===== src/sv/fsba_pkg.sv =====
// ----------------------------------------------------------------------------
// fsba_pkg
// shared types and constants of the fixed slot bitmap allocator
// ----------------------------------------------------------------------------
package fsba_pkg;

    localparam int ADDR_W    = 32;
    localparam int BYTES_W   = 16;
    localparam int COUNT_W   = 7;
    localparam int INDEX_W   = 6;
    localparam int CFG_IDX_W = 2;

    typedef enum logic [1:0] {
        FUNC_ALLOC    = 2'd0,
        FUNC_FREE     = 2'd1,
        FUNC_FREE_ALL = 2'd2,
        FUNC_NONE     = 2'd3
    } func_t;

    localparam logic [CFG_IDX_W-1:0] REG_BASE  = 2'd0;
    localparam logic [CFG_IDX_W-1:0] REG_BYTES = 2'd1;
    localparam logic [CFG_IDX_W-1:0] REG_COUNT = 2'd2;

    typedef struct packed {
        logic accept;
        logic clear_all;
        logic res_fail;
        logic res_clear_ok;
        logic scan_init;
        logic scan_step;
        logic div_start;
        logic take_scan;
        logic take_div;
        logic mul;
        logic commit;
        logic load_out;
    } cmd_t;

    typedef struct packed {
        logic  zero_size;
        func_t func;
        logic  alloc_room;
        logic  free_pre;
        logic  scan_hit;
        logic  scan_last;
        logic  div_done;
        logic  div_hit;
        logic  out_free;
    } stat_t;

endpackage


===== src/sv/fsba_div.sv =====
// ----------------------------------------------------------------------------
// fsba_div
// restoring divider, one quotient bit per cycle
// ----------------------------------------------------------------------------
module fsba_div (
    input  logic                         clk,
    input  logic                         rst_n,
    input  logic                         start,
    input  logic [fsba_pkg::ADDR_W-1:0]  dividend,
    input  logic [fsba_pkg::BYTES_W-1:0] divisor,
    output logic                         done,
    output logic [fsba_pkg::ADDR_W-1:0]  quotient
);
    import fsba_pkg::*;

    localparam int CW = $clog2(ADDR_W);

    logic               run_reg, run_next;
    logic               done_reg, done_next;
    logic [CW-1:0]      cnt_reg, cnt_next;
    logic [BYTES_W-1:0] rem_reg, rem_next;
    logic [ADDR_W-1:0]  quo_reg, quo_next;
    logic [BYTES_W:0]   trial;
    logic [BYTES_W:0]   diff;

    always_comb
    begin
        run_next  = run_reg;
        done_next = 1'b0;
        cnt_next  = cnt_reg;
        rem_next  = rem_reg;
        quo_next  = quo_reg;
        trial     = {rem_reg, quo_reg[ADDR_W-1]};
        diff      = trial - {1'b0, divisor};
        if (start)
        begin
            run_next = 1'b1;
            cnt_next = CW'(ADDR_W - 1);
            rem_next = '0;
            quo_next = dividend;
        end
        else if (run_reg)
        begin
            if (trial >= {1'b0, divisor})
            begin
                rem_next = diff[BYTES_W-1:0];
                quo_next = {quo_reg[ADDR_W-2:0], 1'b1};
            end
            else
            begin
                rem_next = trial[BYTES_W-1:0];
                quo_next = {quo_reg[ADDR_W-2:0], 1'b0};
            end
            if (cnt_reg == '0)
            begin
                run_next  = 1'b0;
                done_next = 1'b1;
            end
            else
            begin
                cnt_next = cnt_reg - 1'b1;
            end
        end
    end

    always_ff @(posedge clk or negedge rst_n)
    begin
        if (!rst_n)
        begin
            run_reg  <= 1'b0;
            done_reg <= 1'b0;
            cnt_reg  <= '0;
        end
        else
        begin
            run_reg  <= run_next;
            done_reg <= done_next;
            cnt_reg  <= cnt_next;
        end
    end

    always_ff @(posedge clk)
    begin
        rem_reg <= rem_next;
        quo_reg <= quo_next;
    end

    assign done     = done_reg;
    assign quotient = quo_reg;

endmodule


===== src/sv/fsba_dp.sv =====
// ----------------------------------------------------------------------------
// fsba_dp
// datapath: configuration, used map, free slot scan, divider, address
// multiply and the result register
// ----------------------------------------------------------------------------
module fsba_dp #(
    parameter int MAX_SLOTS = 64
) (
    input  logic                           clk,
    input  logic                           rst_n,
    input  logic                           cfg_write,
    input  logic [fsba_pkg::CFG_IDX_W-1:0] cfg_index,
    input  logic [fsba_pkg::ADDR_W-1:0]    cfg_data,
    input  logic [1:0]                     func,
    input  logic [fsba_pkg::ADDR_W-1:0]    free_address,
    input  fsba_pkg::cmd_t                 cmd,
    output fsba_pkg::stat_t                stat,
    output logic                           out_valid,
    input  logic                           out_stall,
    output logic                           ok,
    output logic [fsba_pkg::ADDR_W-1:0]    slot_address,
    output logic [fsba_pkg::INDEX_W-1:0]   slot_index,
    output logic [fsba_pkg::COUNT_W-1:0]   active_slots
);
    import fsba_pkg::*;

    localparam int CAP   = (1 << COUNT_W) - 1;
    localparam int MAP_D = (MAX_SLOTS > CAP) ? CAP : MAX_SLOTS;
    localparam int IW    = (MAP_D > 1) ? $clog2(MAP_D) : 1;
    localparam int NCH   = (MAP_D + 7) / 8;
    localparam int CHW   = (NCH > 1) ? $clog2(NCH) : 1;
    localparam int PW    = IW + BYTES_W;

    logic [ADDR_W-1:0]  base_reg;
    logic [BYTES_W-1:0] bytes_reg;
    logic [COUNT_W-1:0] count_reg;
    logic [MAP_D-1:0]   used_reg, used_next;
    logic [COUNT_W-1:0] active_reg, active_next;
    func_t              func_reg;
    logic [ADDR_W-1:0]  addr_reg;
    logic [CHW-1:0]     chunk_reg;
    logic [IW-1:0]      idx_reg;
    logic [PW-1:0]      prod_reg;
    logic               res_ok_reg;
    logic [ADDR_W-1:0]  res_addr_reg;
    logic [IW-1:0]      res_idx_reg;
    logic               out_valid_reg, out_valid_next;
    logic               ok_reg;
    logic [ADDR_W-1:0]  addr_out_reg;
    logic [INDEX_W-1:0] index_out_reg;
    logic [COUNT_W-1:0] active_out_reg;

    logic [COUNT_W-1:0] size;
    logic [NCH*8-1:0]   avail;
    logic [7:0]         window;
    logic [2:0]         enc;
    logic               div_done;
    logic [ADDR_W-1:0]  quo;

    assign size = (count_reg > COUNT_W'(MAP_D)) ? COUNT_W'(MAP_D) : count_reg;

    // free slots below the pool size, padded to whole chunks
    always_comb
    begin
        avail = '0;
        for (int i = 0; i < MAP_D; i++)
        begin
            avail[i] = !used_reg[i] && (8'(i) < {1'b0, size});
        end
    end

    assign window = avail[{chunk_reg, 3'b000} +: 8];

    always_comb
    begin
        enc = '0;
        for (int j = 7; j >= 0; j--)
        begin
            if (window[j])
            begin
                enc = 3'(j);
            end
        end
    end

    fsba_div u_div (
        .clk      (clk),
        .rst_n    (rst_n),
        .start    (cmd.div_start),
        .dividend (addr_reg - base_reg),
        .divisor  (bytes_reg),
        .done     (div_done),
        .quotient (quo)
    );

    always_comb
    begin
        stat.zero_size  = (bytes_reg == '0);
        stat.func       = func_reg;
        stat.alloc_room = (active_reg < size);
        stat.free_pre   = (addr_reg != '0) && (active_reg != '0) && (addr_reg >= base_reg);
        stat.scan_hit   = |window;
        stat.scan_last  = (chunk_reg == CHW'(NCH - 1));
        stat.div_done   = div_done;
        stat.div_hit    = (quo < ADDR_W'(size)) && used_reg[quo[IW-1:0]];
        stat.out_free   = !out_valid_reg || !out_stall;
    end

    // used map and active count
    always_comb
    begin
        used_next   = used_reg;
        active_next = active_reg;
        if (cfg_write && (cfg_index == REG_COUNT))
        begin
            used_next   = '0;
            active_next = '0;
        end
        else if (cmd.clear_all)
        begin
            used_next   = '0;
            active_next = '0;
        end
        else if (cmd.commit)
        begin
            if (func_reg == FUNC_ALLOC)
            begin
                used_next[idx_reg] = 1'b1;
                active_next        = active_reg + 1'b1;
            end
            else
            begin
                used_next[idx_reg] = 1'b0;
                active_next        = active_reg - 1'b1;
            end
        end
    end

    always_comb
    begin
        out_valid_next = out_valid_reg;
        if (cmd.load_out)
        begin
            out_valid_next = 1'b1;
        end
        else if (out_valid_reg && !out_stall)
        begin
            out_valid_next = 1'b0;
        end
    end

    always_ff @(posedge clk or negedge rst_n)
    begin
        if (!rst_n)
        begin
            base_reg      <= '0;
            bytes_reg     <= '0;
            count_reg     <= '0;
            used_reg      <= '0;
            active_reg    <= '0;
            out_valid_reg <= 1'b0;
        end
        else
        begin
            if (cfg_write && (cfg_index == REG_BASE))
            begin
                base_reg <= cfg_data;
            end
            if (cfg_write && (cfg_index == REG_BYTES))
            begin
                bytes_reg <= cfg_data[BYTES_W-1:0];
            end
            if (cfg_write && (cfg_index == REG_COUNT))
            begin
                count_reg <= cfg_data[COUNT_W-1:0];
            end
            used_reg      <= used_next;
            active_reg    <= active_next;
            out_valid_reg <= out_valid_next;
        end
    end

    always_ff @(posedge clk)
    begin
        if (cmd.accept)
        begin
            func_reg <= func_t'(func);
            addr_reg <= free_address;
        end
        if (cmd.scan_init)
        begin
            chunk_reg <= '0;
        end
        else if (cmd.scan_step)
        begin
            chunk_reg <= chunk_reg + 1'b1;
        end
        if (cmd.take_scan)
        begin
            idx_reg <= IW'({chunk_reg, enc});
        end
        else if (cmd.take_div)
        begin
            idx_reg <= quo[IW-1:0];
        end
        if (cmd.mul)
        begin
            prod_reg <= PW'(idx_reg) * PW'(bytes_reg);
        end
        if (cmd.res_fail || cmd.res_clear_ok)
        begin
            res_ok_reg   <= cmd.res_clear_ok;
            res_addr_reg <= '0;
            res_idx_reg  <= '0;
        end
        else if (cmd.commit)
        begin
            res_ok_reg   <= 1'b1;
            res_addr_reg <= base_reg + ADDR_W'(prod_reg);
            res_idx_reg  <= idx_reg;
        end
        if (cmd.load_out)
        begin
            ok_reg         <= res_ok_reg;
            addr_out_reg   <= res_addr_reg;
            index_out_reg  <= INDEX_W'(res_idx_reg);
            active_out_reg <= active_reg;
        end
    end

    assign out_valid    = out_valid_reg;
    assign ok           = ok_reg;
    assign slot_address = addr_out_reg;
    assign slot_index   = index_out_reg;
    assign active_slots = active_out_reg;

endmodule


===== src/sv/fsba_ctrl.sv =====
// ----------------------------------------------------------------------------
// fsba_ctrl
// request sequencer: decode, scan or divide, multiply, commit, hand off
// ----------------------------------------------------------------------------
module fsba_ctrl (
    input  logic            clk,
    input  logic            rst_n,
    input  logic            in_valid,
    output logic            in_stall,
    input  fsba_pkg::stat_t stat,
    output fsba_pkg::cmd_t  cmd
);
    import fsba_pkg::*;

    typedef enum logic [2:0] {
        S_IDLE,
        S_DECODE,
        S_SCAN,
        S_DIV,
        S_MUL,
        S_COMMIT,
        S_FIN
    } state_t;

    state_t state_reg, state_next;
    logic   stall_reg;

    always_comb
    begin
        cmd        = '0;
        state_next = state_reg;
        case (state_reg)
            S_IDLE:
            begin
                if (in_valid)
                begin
                    cmd.accept = 1'b1;
                    state_next = S_DECODE;
                end
            end
            S_DECODE:
            begin
                state_next = S_FIN;
                if (stat.zero_size)
                begin
                    cmd.res_fail = 1'b1;
                end
                else
                begin
                    case (stat.func)
                        FUNC_ALLOC:
                        begin
                            if (stat.alloc_room)
                            begin
                                cmd.scan_init = 1'b1;
                                state_next    = S_SCAN;
                            end
                            else
                            begin
                                cmd.res_fail = 1'b1;
                            end
                        end
                        FUNC_FREE:
                        begin
                            if (stat.free_pre)
                            begin
                                cmd.div_start = 1'b1;
                                state_next    = S_DIV;
                            end
                            else
                            begin
                                cmd.res_fail = 1'b1;
                            end
                        end
                        FUNC_FREE_ALL:
                        begin
                            cmd.clear_all    = 1'b1;
                            cmd.res_clear_ok = 1'b1;
                        end
                        default:
                        begin
                            cmd.res_fail = 1'b1;
                        end
                    endcase
                end
            end
            S_SCAN:
            begin
                if (stat.scan_hit)
                begin
                    cmd.take_scan = 1'b1;
                    state_next    = S_MUL;
                end
                else if (stat.scan_last)
                begin
                    cmd.res_fail = 1'b1;
                    state_next   = S_FIN;
                end
                else
                begin
                    cmd.scan_step = 1'b1;
                end
            end
            S_DIV:
            begin
                if (stat.div_done)
                begin
                    if (stat.div_hit)
                    begin
                        cmd.take_div = 1'b1;
                        state_next   = S_MUL;
                    end
                    else
                    begin
                        cmd.res_fail = 1'b1;
                        state_next   = S_FIN;
                    end
                end
            end
            S_MUL:
            begin
                cmd.mul    = 1'b1;
                state_next = S_COMMIT;
            end
            S_COMMIT:
            begin
                cmd.commit = 1'b1;
                state_next = S_FIN;
            end
            S_FIN:
            begin
                if (stat.out_free)
                begin
                    cmd.load_out = 1'b1;
                    state_next   = S_IDLE;
                end
            end
            default:
            begin
                state_next = S_IDLE;
            end
        endcase
    end

    always_ff @(posedge clk or negedge rst_n)
    begin
        if (!rst_n)
        begin
            state_reg <= S_IDLE;
            stall_reg <= 1'b0;
        end
        else
        begin
            state_reg <= state_next;
            stall_reg <= (state_next != S_IDLE);
        end
    end

    assign in_stall = stall_reg;

endmodule


===== src/sv/fixed_slot_bitmap_allocator.sv =====
// ----------------------------------------------------------------------------
// fixed_slot_bitmap_allocator
// a free divides in the serial divider (rejected when the divided slot is out of
// range or not in use), an allocate scans the map (8-slot scan per cycle), free
// all and early rejects go straight to the result; one request at a time, next
// beat accepted in the cycle after the result loads unless the previous result
// is stalled
// reset clears configuration, used map and active count at once
// ----------------------------------------------------------------------------
module fixed_slot_bitmap_allocator #(
    parameter int MAX_SLOTS = 64
) (
    input  logic                           clk,
    input  logic                           rst_n,
    input  logic                           cfg_write,
    input  logic [fsba_pkg::CFG_IDX_W-1:0] cfg_index,
    input  logic [fsba_pkg::ADDR_W-1:0]    cfg_data,
    input  logic                           in_valid,
    output logic                           in_stall,
    input  logic [1:0]                     func,
    input  logic [fsba_pkg::ADDR_W-1:0]    free_address,
    output logic                           out_valid,
    input  logic                           out_stall,
    output logic                           ok,
    output logic [fsba_pkg::ADDR_W-1:0]    slot_address,
    output logic [fsba_pkg::INDEX_W-1:0]   slot_index,
    output logic [fsba_pkg::COUNT_W-1:0]   active_slots
);
    import fsba_pkg::*;

    cmd_t  cmd;
    stat_t stat;

    fsba_ctrl u_ctrl (
        .clk      (clk),
        .rst_n    (rst_n),
        .in_valid (in_valid),
        .in_stall (in_stall),
        .stat     (stat),
        .cmd      (cmd)
    );

    fsba_dp #(
        .MAX_SLOTS (MAX_SLOTS)
    ) u_dp (
        .clk          (clk),
        .rst_n        (rst_n),
        .cfg_write    (cfg_write),
        .cfg_index    (cfg_index),
        .cfg_data     (cfg_data),
        .func         (func),
        .free_address (free_address),
        .cmd          (cmd),
        .stat         (stat),
        .out_valid    (out_valid),
        .out_stall    (out_stall),
        .ok           (ok),
        .slot_address (slot_address),
        .slot_index   (slot_index),
        .active_slots (active_slots)
    );

`ifndef NO_ASSERTIONS
    a_load_free: assert property (@(posedge clk) disable iff (!rst_n)
        cmd.load_out |-> (!out_valid || !out_stall))
        else $error("result register overwritten");

    a_busy_after_beat: assert property (@(posedge clk) disable iff (!rst_n)
        (in_valid && !in_stall) |=> in_stall)
        else $error("accepted beat without going busy");

    a_fail_zero: assert property (@(posedge clk) disable iff (!rst_n)
        (out_valid && !ok) |-> (slot_address == '0 && slot_index == '0))
        else $error("failed result carries a slot");

    a_commit_slot: assert property (@(posedge clk) disable iff (!rst_n)
        cmd.commit |=> (stat.zero_size == $past(stat.zero_size)))
        else $error("slot size changed during a request");
`endif

endmodule


===== config.mk =====
export PLATFORM = sky130hd
export DESIGN_NAME = fixed_slot_bitmap_allocator
export DESIGN_NICKNAME = d
export VERILOG_FILES = /design/src/sv/fsba_pkg.sv /design/src/sv/fsba_div.sv /design/src/sv/fsba_dp.sv /design/src/sv/fsba_ctrl.sv /design/src/sv/fixed_slot_bitmap_allocator.sv
export SDC_FILE = /design/constraint.sdc
export NUM_CORES = 1
export LEC_CHECK = 0
export ABC_AREA = 1
export BUFFER_PORTS_ARGS = -buffer_cell sky130_fd_sc_hd__buf_2
export CORE_MARGIN = 3
export CORE_UTILIZATION = 56
export CTS_CLUSTER_DIAMETER = 120
export DETAILED_ROUTE_END_ITERATION = 10
export HOLD_SLACK_MARGIN = 0.08
export PLACE_DENSITY = 0.74
export SYNTH_ARGS = -nofsm -noshare
export SYNTH_HDL_FRONTEND = slang
export SYNTH_SLANG_ARGS = --single-unit

===== constraint.sdc =====
create_clock -name clk -period 6.7 [get_ports clk]
set_clock_uncertainty 0.1 [all_clocks]
set_input_delay 0.67 -clock clk [delete_from_list [all_inputs] [get_ports clk]]
set_output_delay 0.67 -clock clk [all_outputs]
set_load 0.1 [all_outputs]

==> impl_results.md, run 1 <==
* Final worst path period need at 4840 ps
* Switching Share at 47.0%
* Area of the multi-input gates at 11800 um^2
* Buffers on Ports at 120
* Die W at slightly above 200 um
* Largest buffer count on any clock path at 3
* Number of cells on the worst reg-to-reg path at 13
* Critical path endpoint: u_dp.prod_reg[19]
* Antenna violations before repair at 0
* FFs w/ async S/R, synth at 41.1%
* Critical path startpoint: u_dp.idx_reg[5]
* Wire length of the first global-routing pass at between 100000 and 150000 um
* # diodes at 0
* Setup TNS at 0 ps
* NetSw at 5.34 mW
* Vias per std cell at 5.92
* Flip-flop count of the largest register, all copies and words added at 64
* Detailed Place HPWL at 52700 um
* Critical path class: reg -> reg
* Setup Fix Bufs, Post-CTS at 0
* Worst slew margin at between 15 and 20%
* Share of synthesized cell area in full adder, half adder and majority cells at 12.2%
* Router iterations before antenna repair at 6
* Last weighted congestion value of the routability-driven placer at 0.955
* Classification of the worst-slack hold path: in -> reg
* Violation count after the first detailed-routing iteration at 2207
* Unique cell type count in the Yosys netlist at 53
* Top library cells by usage in the layout, fill and taps aside: sky130_fd_sc_hd__nand2_1 (600), sky130_fd_sc_hd__inv_1 (376), sky130_fd_sc_hd__a21oi_1 (229), sky130_fd_sc_hd__o21ai_0 (198), sky130_fd_sc_hd__nor2_1 (196)
* Fraction of layout instances using a drive strength above 1 at 8.86%
* Maximum capacitance violations at 0
* P&R area growth vs syn at 10.7%
* Clock group share of total power at 20.1%
* Synthesized area divided by synthesized cell count at 7.96 um^2
* Rows at 72
* Initial cell density of the core at 57.4%
* Post-CTS Hold Buffers at 1
* Overall Global Routing Usage at about a third
* Final setup violation count at 0
* Static leakage at 11.4 nW
* Setup slack, reg-to-reg at 1860 ps
* # H-tree levels at 2
* CTS clk-pin slew, worst paths at roughly 60 ps
* Critical Path Source Type: flip-flop
* Relative contribution of sequential cells to total power at 29.2%
* Count of mapped cells out of synthesis at 2825
* Wire length reported by the detailed router at 70900 um
* Buffer type at the clock tree root: sky130_fd_sc_hd__clkbuf_16
* Number of cells upsized or downsized after cts at 0
* Crit Reg-Reg Endpoint: u_dp.prod_reg[19]
* Maximum fanout along the worst path at 21
* Antenna-violating nets left at 0
* Reg2Reg Launch Point: u_dp.idx_reg[5]
* CTS sink count at 336
* # IOs at around 120
* Power, Total at 11.4 mW
* Vias after detailed routing at ~20000
* CORE AREA at slightly below 40000 um^2
* Worst EP required at 6910 ps
* Yosys synthesis warning count at 0
* Flop and latch count out of synthesis at between 300 and 400
* Fin area at 24900 um^2
* Clock latency reported for the late side of the worst-skew pair at 580 ps
* Inserted Clock Buffers at 38
* Placed standard-cell area at 23500 um^2
* Setup repair after global routing missed its margin: false
* Compound-cell area share of the yosys netlist at 14.8%
* Number of synthesized flops with an enable pin at 141
* Pint at 6.03 mW
* Setup ws final at 1860 ps
* Detailed-route DRC error count at 0
* Seq/Total Area, Yosys at 39.3%
* Routed wire length per instance at 20.5 um
* Summed instance area of the synthesized netlist at 22500 um^2
* Area taken by flip-flops and latches at 8830 um^2
* Gate power share at about half
* Simple-gate portion of the synthesized area at 22.5%
* Most common cell after layout, fill and taps aside: sky130_fd_sc_hd__nand2_1
* Worst setup timing slack at the placement stage at roughly 1900 ps
* Final-layout worst hold slack at 173 ps
* Worst VDD drop at 0.259 mV
* Largest family of logic cells by synthesized area: simple AND/OR/NAND/NOR gates
* Y dimension of the die at about 210 um
* Final hold viol count at 0
* Mux contribution to synthesized area at less than 1%
* Via count of the first global-routing pass at ~20000
* Fin. max-slew vios at 0
* Dominant register cell in the synthesized netlist: sky130_fd_sc_hd__edfxtp_1
* Area share of xor/xnor cells in the synthesized design at 2.73%
* Leftover overflow at the end of global routing at 0
* Filler cells at 3473
* Net count after synthesis at 3080
* Tightest Pin Transition at roughly 1300 ps
* Final-stage net count at around 3200
* Clock tree from TritonCTS: done
* Cell Pwr Density at between 400 and 500 nW/um^2
* Full die area at 42600 um^2
* Final worst path period share at 72.2%
* FMAX at 207 MHz
* Crit path capture type: flip-flop
* Largest net degree at the start of global routing at 72
* Outcome: completed
* Critical path data arrival time at roughly 5100 ps
worst max-delay path, cell delays in order (launching register included):
cell and delay, ps:
sky130_fd_sc_hd__edfxtp_1 850, sky130_fd_sc_hd__nand2_1 180, sky130_fd_sc_hd__fa_1 590, sky130_fd_sc_hd__inv_1 60
sky130_fd_sc_hd__fa_1 500, sky130_fd_sc_hd__fa_1 490, sky130_fd_sc_hd__ha_1 380, sky130_fd_sc_hd__a21oi_1 210
sky130_fd_sc_hd__nor2_1 70, sky130_fd_sc_hd__a2111oi_0 550, sky130_fd_sc_hd__o21ai_0 260, sky130_fd_sc_hd__nand3_1 120
sky130_fd_sc_hd__nand2_1 60, sky130_fd_sc_hd__xor2_1 140
through the flow:
| stage | instances | utilization [%] |
|---|---|---|
| floorplan | 2825 | - |
| global placement | 3382 | 60.0 |
| detailed placement | 3382 | 60.0 |
| CTS | 3453 | 63.5 |
| global route | 3453 | 63.5 |
| finish | 3453 | 63.5 |
cell families (layout without fill, tap and decap cells):
logic type | after synthesis | after routing
xor gates and xnor gates | 70 | 70
AOI/OAI and AO/OA | 578 | 578
adders and majority gates | 182 | 182
buffers and inverters | 488 | 598
muxes | 3 | 3
and+or+nand+nor | 1168 | 1168
DFF | 336 | 336
routing by layer:
metal	part of all wire (%)	wire, um	GRT usage [%]
met4	3.4	2420	12.1
met3	8.4	5950	5.89
met5	0	0	0
met1	44	31200	47.5
met2	44	31400	51.5
cell usage after synthesis, types with 4 or more instances:
cell type	count	area share (%)
sky130_fd_sc_hd__nand2_1	602	10
sky130_fd_sc_hd__nand3_1	187	4.2
sky130_fd_sc_hd__buf_1	9	0.15
sky130_fd_sc_hd__fa_1	61	5.4
sky130_fd_sc_hd__nor2_2	11	0.31
sky130_fd_sc_hd__o21ai_0	198	4.4
sky130_fd_sc_hd__xnor2_1	29	1.1
sky130_fd_sc_hd__dfxtp_1	57	5.1
sky130_fd_sc_hd__edfxtp_1	141	19
sky130_fd_sc_hd__nor4_1	22	0.61
sky130_fd_sc_hd__a21oi_1	229	5.1
sky130_fd_sc_hd__buf_6	5	0.25
sky130_fd_sc_hd__nor3_1	92	2.0
sky130_fd_sc_hd__inv_1	376	6.3
sky130_fd_sc_hd__clkinv_1	4	0.067
sky130_fd_sc_hd__or2_2	8	0.22
sky130_fd_sc_hd__a31oi_1	9	0.25
sky130_fd_sc_hd__o211ai_1	10	0.33
sky130_fd_sc_hd__nand4_1	22	0.61
sky130_fd_sc_hd__buf_2	11	0.24
sky130_fd_sc_hd__ha_1	121	6.7
sky130_fd_sc_hd__o32ai_1	46	1.8
sky130_fd_sc_hd__dfrtp_1	138	15
sky130_fd_sc_hd__a21o_1	17	0.57
sky130_fd_sc_hd__nand2_4	4	0.20
sky130_fd_sc_hd__o21a_1	4	0.13
sky130_fd_sc_hd__clkbuf_1	79	1.3
sky130_fd_sc_hd__a21boi_0	4	0.13
sky130_fd_sc_hd__o22ai_1	13	0.36
sky130_fd_sc_hd__o21bai_1	7	0.23
sky130_fd_sc_hd__nor2_4	7	0.35
sky130_fd_sc_hd__a211oi_1	4	0.13
sky130_fd_sc_hd__o31ai_1	12	0.40
sky130_fd_sc_hd__xor2_1	41	1.6
sky130_fd_sc_hd__o2bb2ai_1	12	0.47
sky130_fd_sc_hd__nor2_1	200	3.3
power groups by stage:
stage / Combinational, mW / Sequential, mW / Clock (mW)
finish: 5.77 / 3.32 / 2.28
global route: 6.41 / 3.37 / 2.39
CTS: 5.69 / 3.30 / 2.31
detailed placement: 5.65 / 3.34 / 0
global placement: 5.55 / 3.32 / 0
floorplan: 3.97 / 3.48 / 0
worst min path at each step:
stage,endpoint,start,cells after the start
floorplan,u_ctrl.in_stall,rst_n,0
global placement,u_dp.slot_address[29],u_dp.res_addr_reg[29],0
detailed placement,u_dp.slot_address[19],u_dp.res_addr_reg[19],0
CTS,u_dp.addr_reg[26],free_address[26],1
global route,u_dp.addr_reg[31],free_address[31],1
finish,u_dp.addr_reg[26],free_address[26],1
area by class of cell:
cell class / instances / area share (%)
tap: 518 / 2.60
multi-input combinational: 2001 / 47.5
clock buffer: 43 / 4.02
sequential: 336 / 35.5
clock inverter: 27 / 1.38
timing repair buffer: 145 / 3.20
inverter: 383 / 5.79
Power figures use the tool's default switching activity.
==> inputs of run 2 (changes only) <==
- ABC_AREA: 1 -> 0
- clock period: 6.7 -> 5 ns (I/O delays scaled with it)
==> run 2 against run 1 <==
Compared with the run above:
- total power grew 36%
- critical endpoint is now u_dp.prod_reg[17]
- largest cell class unchanged
- register-to-register slack lost 1600 ps
- critical path depth grew 3
- fmax grew 2.7%
- sequential share of layout area is essentially flat
- clock power grew 24%
- highest routed layer is now met5
- wire length shrank 11%
- clock-buffer cell count grew 2
==> impl_results.md, run 2 <==
* Outcome: completed
* Setup repair after global routing missed its margin: false
* Cell Pwr Density at 621 nW/um^2 (+36%)
* Detailed Place HPWL at 46700 um (-11%)
* Antenna violations before repair at 1 (+1)
* Most instantiated library cell after synthesis: sky130_fd_sc_hd__nand2_1
* Via count of the first global-routing pass at 17535 (-11%)
* Critical path data arrival time at 4900 ps (-150 ps)
* Vias per std cell at 6.15 (+3.8%)
* Classification of the worst-slack hold path: in -> reg
* Core Util, Final at 64.2% (+0.73 points)
* Flip-flop count of the largest register, all copies and words added at 64 (unchanged)
* Worst VDD drop at 0.413 mV (+59%)
* Y dimension of the die at 204 um (-0.99%)
* CTS clk-pin slew, worst paths at 50 ps (about the same)
* Tightest Pin Transition at 1170 ps (-87.1 ps)
* Dominant register cell in the synthesized netlist: sky130_fd_sc_hd__edfxtp_1
* Fraction of layout instances using a drive strength above 1 at 14.2% (+5.4 points)
* Reg2Reg Launch Point: u_dp.bytes_reg[4]
* Filler cells at 3184 (-8.3%)
* # diodes at 0 (unchanged)
* Crit Reg-Reg Endpoint: u_dp.prod_reg[17]
* CORE AREA at 38700 um^2 (-1.1%)
* Clock latency reported for the late side of the worst-skew pair at 560 ps (-20 ps)
* Main area contributors after synthesis: sky130_fd_sc_hd__edfxtp_1 (19%), sky130_fd_sc_hd__dfrtp_1 (16%), sky130_fd_sc_hd__ha_1 (6.9%)
* Setup TNS at 0 ps (unchanged)
* Setup Fix Bufs, Post-CTS at 0 (unchanged)
* Maximum capacitance violations at 0 (unchanged)
* Violation count after the first detailed-routing iteration at 1744 (-21%)
* Worst Hold Depth at 3 (+2)
* Fin. max-slew vios at 0 (unchanged)
* Top-area cell type share of the netlist area at 19.2% (+0.39 points)
* Detailed-route DRC error count at 0 (unchanged)
* Yosys synthesis warning count at 0 (unchanged)
* Most common cell after layout, fill and taps aside: sky130_fd_sc_hd__nand2_1
* Routed wire length per instance at 21.1 um (+2.7%)
* Overall Global Routing Usage at 30.0% (-3.4 points)
* Initial cell density of the core at 56.9% (-0.51 points)
* Count of mapped cells out of synthesis at 2302 (-19%)
* Static leakage at 10.5 nW (-8.5%)
* Leading cell types by count after synthesis: sky130_fd_sc_hd__nand2_1 (309), sky130_fd_sc_hd__a21oi_1 (192), sky130_fd_sc_hd__o21ai_0 (151)
* Top library cells by usage in the layout, fill and taps aside: sky130_fd_sc_hd__nand2_1 (308), sky130_fd_sc_hd__a21oi_1 (191), sky130_fd_sc_hd__o21ai_0 (149), sky130_fd_sc_hd__edfxtp_1 (141), sky130_fd_sc_hd__inv_1 (140)
* Summed instance area of the synthesized netlist at 22000 um^2 (-2.0%)
* Largest net degree at the start of global routing at 64 (-11%)
* Rows at 72 (unchanged)
* Largest buffer count on any clock path at 3 (unchanged)
* Router iterations before antenna repair at 6 (unchanged)
* Hold_sp: cfg_data[12]
* Final-stage net count at 2694 (-15%)
* P&R area growth vs syn at 12.9%
* Number of cells on the worst reg-to-reg path at 16 (+3)
* Seq/Total Area, Yosys at 40.1% (+0.81 points)
* Crit path capture type: flip-flop
* Number of synthesized flops with an enable pin at 141 (unchanged)
* Final worst path period share at 94.1% (+22 points)
* # H-tree levels at 2 (unchanged)
* Leftover overflow at the end of global routing at 0 (unchanged)
* Final worst path period need at 4710 ps (-129 ps)
* Vias after detailed routing at 18352 (-10%)
* Buffer type at the clock tree root: sky130_fd_sc_hd__clkbuf_16
* CTS sink count at 336 (unchanged)
* Worst slew margin at 22.2% (+6.5 points)
* Final instance count without filler cells at 2986 (-14%)
* FMAX at 213 MHz (+2.7%)
* Inserted Clock Buffers at 38 (unchanged)
* DP Cell Count at 2866 (-15%)
* Maximum fanout along the worst path at 9 (-57%)
* Last weighted congestion value of the routability-driven placer at 0.993 (+4.0%)
* Final setup violation count at 0 (unchanged)
* Post-synthesis cell type with the largest combined area: sky130_fd_sc_hd__edfxtp_1
* Full die area at 41700 um^2 (-2.0%)
* Hold worst-path end: u_dp.base_reg[12]
* Die W at 204 um (-0.99%)
* FFs w/ async S/R, synth at 41.1% (unchanged)
* Unique cell type count in the Yosys netlist at 113 (+110%)
* Net count after synthesis at 2557 (-17%)
* # IOs at 121 (unchanged)
* Wire length of the first global-routing pass at 98100 um (-11%)
* Worst EP required at 5200 ps (-1710 ps)
* Wire length reported by the detailed router at 63000 um (-11%)
* Final hold viol count at 0 (unchanged)
* Critical Path Source Type: flip-flop
* Clock tree from TritonCTS: done
* Flop and latch count out of synthesis at 336 (unchanged)
* Synthesized area divided by synthesized cell count at 9.57 um^2 (+20%)
* Critical path class: reg -> reg
* Setup slack, reg-to-reg at 290 ps (-1570 ps)
* Buffers on Ports at 120 (unchanged)
* Antenna-violating nets left at 0 (unchanged)
-- run 2: changes by cell type in the layout (fill, tap and decap cells not counted), sizes merged, moves of 30 or more --
cell	change
nand2	-297
inv	-241
nand3	-140
nor2	-101
nor3	-53
dlygate4sd3	+50
a211oi	+47
or3	+47
o32ai	-44
o21ai	-36
mux2	+31
mux2i	+30
-- run 2: cells by family (layout without fill, tap and decap cells) --
group	after synthesis	after routing	synth area share [%]
DFF	336	336	40.1
xor gates and xnor gates	85	85	3.38
muxes	75	75	4.21
buffers and inverters	266	432	5.40
and+or+nand+nor	756	756	17.2
AOI/OAI and AO/OA	599	599	17.2
adders and majority gates	185	185	12.6
-- run 2: worst max-delay path by stage --
stage	from	end	cells past startpoint
after CTS	u_dp.bytes_reg[4]	u_dp.prod_reg[19]	16
after floorplan	u_dp.idx_reg[1]	u_dp.prod_reg[19]	18
after detailed placement	u_dp.bytes_reg[4]	u_dp.prod_reg[19]	16
final	u_dp.bytes_reg[4]	u_dp.prod_reg[17]	16
after global routing	u_dp.bytes_reg[4]	u_dp.prod_reg[19]	16
after global placement	u_dp.bytes_reg[4]	u_dp.prod_reg[19]	16
-- run 2: final cells by class --
class                   count  area, um^2  area share, %
multi-input cells        1700       12100           48.5
repair buffers            222        1530           6.13
clock inverters            24         204          0.820
inverters                 141         529           2.13
flip-flops and latches    336        8830           35.5
clock buffers              45        1070           4.31
well taps                 518         648           2.61
-- run 2: what timing repair did --
item                                    CTS  global route
endpoints found under the hold margin    87             0
hold buffers                             51             0
resized for setup                         0             5
endpoints found under the setup margin    0             3
-- run 2: through the flow --
step | instance area [um^2] | setup WS (ps) | hold slack [ps] | power [mW]
final | 24900 | 294 | 93.6 | 15.4
after floorplan | 22000 | 49.1 | 104 | 10.5
after global routing | 24900 | 48.9 | 102 | 16.5
after CTS | 24900 | 199 | 85.4 | 15.4
after global placement | 23100 | 363 | 314 | 12.2
after detailed placement | 23100 | 246 | 318 | 12.4
-- run 2: power by group --
| group | total [mW] | internal (mW) | switching (mW) |
|---|---|---|---|
| Sequential | 4.42 | 3.83 | 0.586 |
| Clock | 2.83 | 1.65 | 1.18 |
| Combinational | 8.19 | 3.22 | 4.97 |
-- run 2: worst max-delay path: stages, from the launching register on --
cell and delay [ps]:
sky130_fd_sc_hd__dfrtp_2 470, sky130_fd_sc_hd__and2_1 200, sky130_fd_sc_hd__fa_1 510, sky130_fd_sc_hd__inv_1 60
sky130_fd_sc_hd__fa_1 460, sky130_fd_sc_hd__fa_1 550, sky130_fd_sc_hd__inv_1 40, sky130_fd_sc_hd__ha_1 350
sky130_fd_sc_hd__a211oi_2 200, sky130_fd_sc_hd__o21bai_1 140, sky130_fd_sc_hd__a31oi_2 240, sky130_fd_sc_hd__o21ai_1 140
sky130_fd_sc_hd__o41ai_2 430, sky130_fd_sc_hd__buf_4 200, sky130_fd_sc_hd__o21bai_1 60, sky130_fd_sc_hd__a211oi_1 230
sky130_fd_sc_hd__nor2_1 60
-- run 2: per-layer routing --
layer	vias to the layer above	global-route usage (%)	routed length, um
li1	8488	-	-
met3	148	5.62	5730
met2	860	45.9	27800
met5	-	0	12
met1	8854	43.2	27400
met4	2	10.0	2050
==> inputs of run 3 (changes only) <==
- CORE_MARGIN: 3 -> 8
==> run 3 against run 2 <==
Compared with the run above:
- non-clock buffer count is 2 lower
- via count about the same
- global-route usage shrank 2.9 points
- wire length grew 0.69%
- fmax rose by 0.84%
- cell area fell by 0.23%
- clock power hardly changed
- sequential cell count unchanged
- critical path type unchanged
- highest routed layer is now met4
==> impl_results.md, run 3 (same netlist as run 2, synthesis figures left out) <==
* Outcome: completed
* Antenna violations before repair at 1 (unchanged)
* Gate power share at 52.8% (-0.3 points)
* Final-stage net count at 2691 (-0.11%)
* Clock tree from TritonCTS: done
* Maximum capacitance violations at 0 (unchanged)
* Most common cell after layout, fill and taps aside: sky130_fd_sc_hd__nand2_1
* Filler cells at 3165 (-0.60%)
* Leftover overflow at the end of global routing at 0 (unchanged)
* Critical Path Source Type: flip-flop
* Vias after detailed routing at 18350 (-0.011%)
* Fraction of layout instances using a drive strength above 1 at 13.7% (-0.51 points)
* Flip-flop count of the largest register, all copies and words added at 64 (unchanged)
* Final worst path period share at 93.3% (-0.79 points)
* # H-tree levels at 2 (unchanged)
* Critical path startpoint: u_dp.idx_reg[5]
* CTS sink count at 336 (unchanged)
* Fin. max-slew vios at 0 (unchanged)
* Worst slew margin at 19.9% (-2.3 points)
* Setup slack, reg-to-reg at 330 ps (+40 ps)
* Largest buffer count on any clock path at 3 (unchanged)
* Classification of the worst-slack hold path: in -> reg
* Tightest Pin Transition at 1200 ps (+34.3 ps)
* Largest net degree at the start of global routing at 99 (+55%)
* Clock latency reported for the late side of the worst-skew pair at 580 ps (+20 ps)
* Overall Global Routing Usage at 27.1% (-2.9 points)
* Relative contribution of sequential cells to total power at 28.9% (+0.3 points)
* Detailed-route DRC error count at 0 (unchanged)
* Final hold viol count at 0 (unchanged)
* Reg2Reg Launch Point: u_dp.idx_reg[5]
* Antenna-violating nets left at 0 (unchanged)
* Rows at 72 (unchanged)
* Wire length reported by the detailed router at 63400 um (+0.69%)
* Critical path class: reg -> reg
* P&R area growth vs syn at 12.7%
* Detailed Place HPWL at 46500 um (-0.47%)
* Maximum fanout along the worst path at 14 (+5)
* Static leakage at 10.4 nW (-0.34%)
* Initial cell density of the core at 56.9% (unchanged)
* CTS clk-pin slew, worst paths at 60 ps (about the same)
* Setup TNS at 0 ps (unchanged)
* Clock group share of total power at 18.3% (about the same)
* Critical path data arrival time at 4880 ps (-20 ps)
* Critical path endpoint: u_dp.prod_reg[18]
* Setup repair after global routing missed its margin: false
* Cell Pwr Density at 618 nW/um^2 (-0.41%)
* Crit Reg-Reg Endpoint: u_dp.prod_reg[18]
* CORE AREA at 38700 um^2 (unchanged)
* Full die area at 45900 um^2 (+10%)
* Worst EP required at 5220 ps (+20 ps)
* # IOs at 121 (unchanged)
* NetSw at 6.69 mW (-0.78%)
* Y dimension of the die at 214 um (+4.9%)
* Worst VDD drop at 0.401 mV (-2.9%)
* Violation count after the first detailed-routing iteration at 1837 (+5.3%)
* Last weighted congestion value of the routability-driven placer at 1.01 (+1.7%)
* Final worst path period need at 4670 ps (-39.4 ps)
* Top library cells by usage in the layout, fill and taps aside: sky130_fd_sc_hd__nand2_1 (308), sky130_fd_sc_hd__a21oi_1 (191), sky130_fd_sc_hd__o21ai_0 (149), sky130_fd_sc_hd__edfxtp_1 (141), sky130_fd_sc_hd__inv_1 (140)
* Die W at 214 um (+4.9%)
* Final setup violation count at 0 (unchanged)
* Final-layout worst hold slack at 101 ps (+7.75 ps)
* Buffer type at the clock tree root: sky130_fd_sc_hd__clkbuf_16
* Crit path capture type: flip-flop
* FMAX at 214 MHz (+0.84%)
* Pint at 8.65 mW (-0.52%)
* Buffers on Ports at 120 (unchanged)
* Wire length of the first global-routing pass at 100000 um (+2.1%)
* Number of cells on the worst reg-to-reg path at 15 (-1)
* Routed wire length per instance at 21.2 um (+0.73%)
* Core Util, Final at 64.1% (-0.15 points)
* Inserted Clock Buffers at 37 (-2.6%)
* Vias per std cell at 6.15 (about the same)
* Switching Share at 43.6% (-0.067 points)
* Router iterations before antenna repair at 6 (unchanged)
* Via count of the first global-routing pass at 17994 (+2.6%)
## run 3: cell types whose count changed in the layout (fill, tap and decap cells not counted), moves of 3 or more
cell | before | now
sky130_fd_sc_hd__buf_4 | 49 | 46
sky130_fd_sc_hd__clkbuf_16 | 41 | 37
sky130_fd_sc_hd__clkbuf_1 | 1 | 11
sky130_fd_sc_hd__clkinvlp_4 | 5 | 1
sky130_fd_sc_hd__clkinv_2 | 10 | 5
## run 3: cell type report
| type | count | area [um^2] | share of cell area (%) |
|---|---|---|---|
| antenna | 2 | 5.00 | 0.0202 |
| clock buffer | 50 | 995 | 4.01 |
| clock inverter | 18 | 246 | 0.993 |
| inverter | 141 | 529 | 2.13 |
| multi-input combinational | 1700 | 12100 | 48.6 |
| sequential | 336 | 8830 | 35.6 |
| tap | 518 | 648 | 2.61 |
| timing repair buffer | 220 | 1500 | 6.05 |
## run 3: power by group through the flow
stage,clock network (mW),registers (mW),logic (mW)
2_1_floorplan,0,4.71,5.81
3_3_place_gp,0,4.45,7.72
3_5_place_dp,0,4.47,7.90
4_1_cts,2.84,4.42,8.00
5_1_grt,2.95,4.50,8.97
6_report,2.81,4.44,8.09
## run 3: worst min-delay path by stage
stage | depth (start not counted) | end | from | slack [ps]
5_1_grt | 2 | u_dp.bytes_reg[14] | cfg_data[14] | 100
2_1_floorplan | 0 | u_ctrl.in_stall | rst_n | 100
3_5_place_dp | 0 | u_dp.slot_address[4] | u_dp.res_addr_reg[4] | 320
6_report | 3 | u_dp.base_reg[14] | cfg_data[14] | 100
3_3_place_gp | 0 | u_dp.ok | u_dp.res_ok_reg | 310
4_1_cts | 3 | u_dp.base_reg[13] | cfg_data[13] | 90
## run 3: critical path, stage by stage (launching register included)
cell and delay [ps]:
sky130_fd_sc_hd__edfxtp_1 430, sky130_fd_sc_hd__buf_4 250, sky130_fd_sc_hd__nand2_1 100, sky130_fd_sc_hd__fa_1 550
sky130_fd_sc_hd__inv_1 60, sky130_fd_sc_hd__fa_1 500, sky130_fd_sc_hd__fa_1 490, sky130_fd_sc_hd__ha_1 360
sky130_fd_sc_hd__or2_2 280, sky130_fd_sc_hd__a21oi_1 190, sky130_fd_sc_hd__a211oi_1 110, sky130_fd_sc_hd__o31ai_1 370
sky130_fd_sc_hd__o21a_1 260, sky130_fd_sc_hd__nand2b_1 90, sky130_fd_sc_hd__a21oi_1 200, sky130_fd_sc_hd__xnor2_1 90
## run 3: routing by layer
metal / vias to the layer above / routed length, um / global-route usage, %
li1: 8493 / - / -
met2: 834 / 28500 / 42.1
met4: 0 / 1900 / 8.52
met5: - / 0 / 0
met1: 8880 / 27500 / 37.3
met3: 143 / 5550 / 6.08
## run 3: metrics by stage
step | total power [mW] | cell area (um^2) | instances | setup slack [ps]
after global placement | 12.2 | 23000 | 2858 | 347
after global routing | 16.4 | 24800 | 2984 | 15.1
after CTS | 15.3 | 24800 | 2979 | 205
after detailed placement | 12.4 | 23000 | 2858 | 238
final | 15.3 | 24800 | 2985 | 334
after floorplan | 10.5 | 22000 | 2302 | 49.1
## run 3: timing repair
item / 4_1_cts / 5_1_grt
hold buffers: 53 / 0
buffers inserted: 0 / 4
endpoints found under the hold margin: 150 / 0
gates resized for setup: 0 / 5
endpoints found under the setup margin: 0 / 3
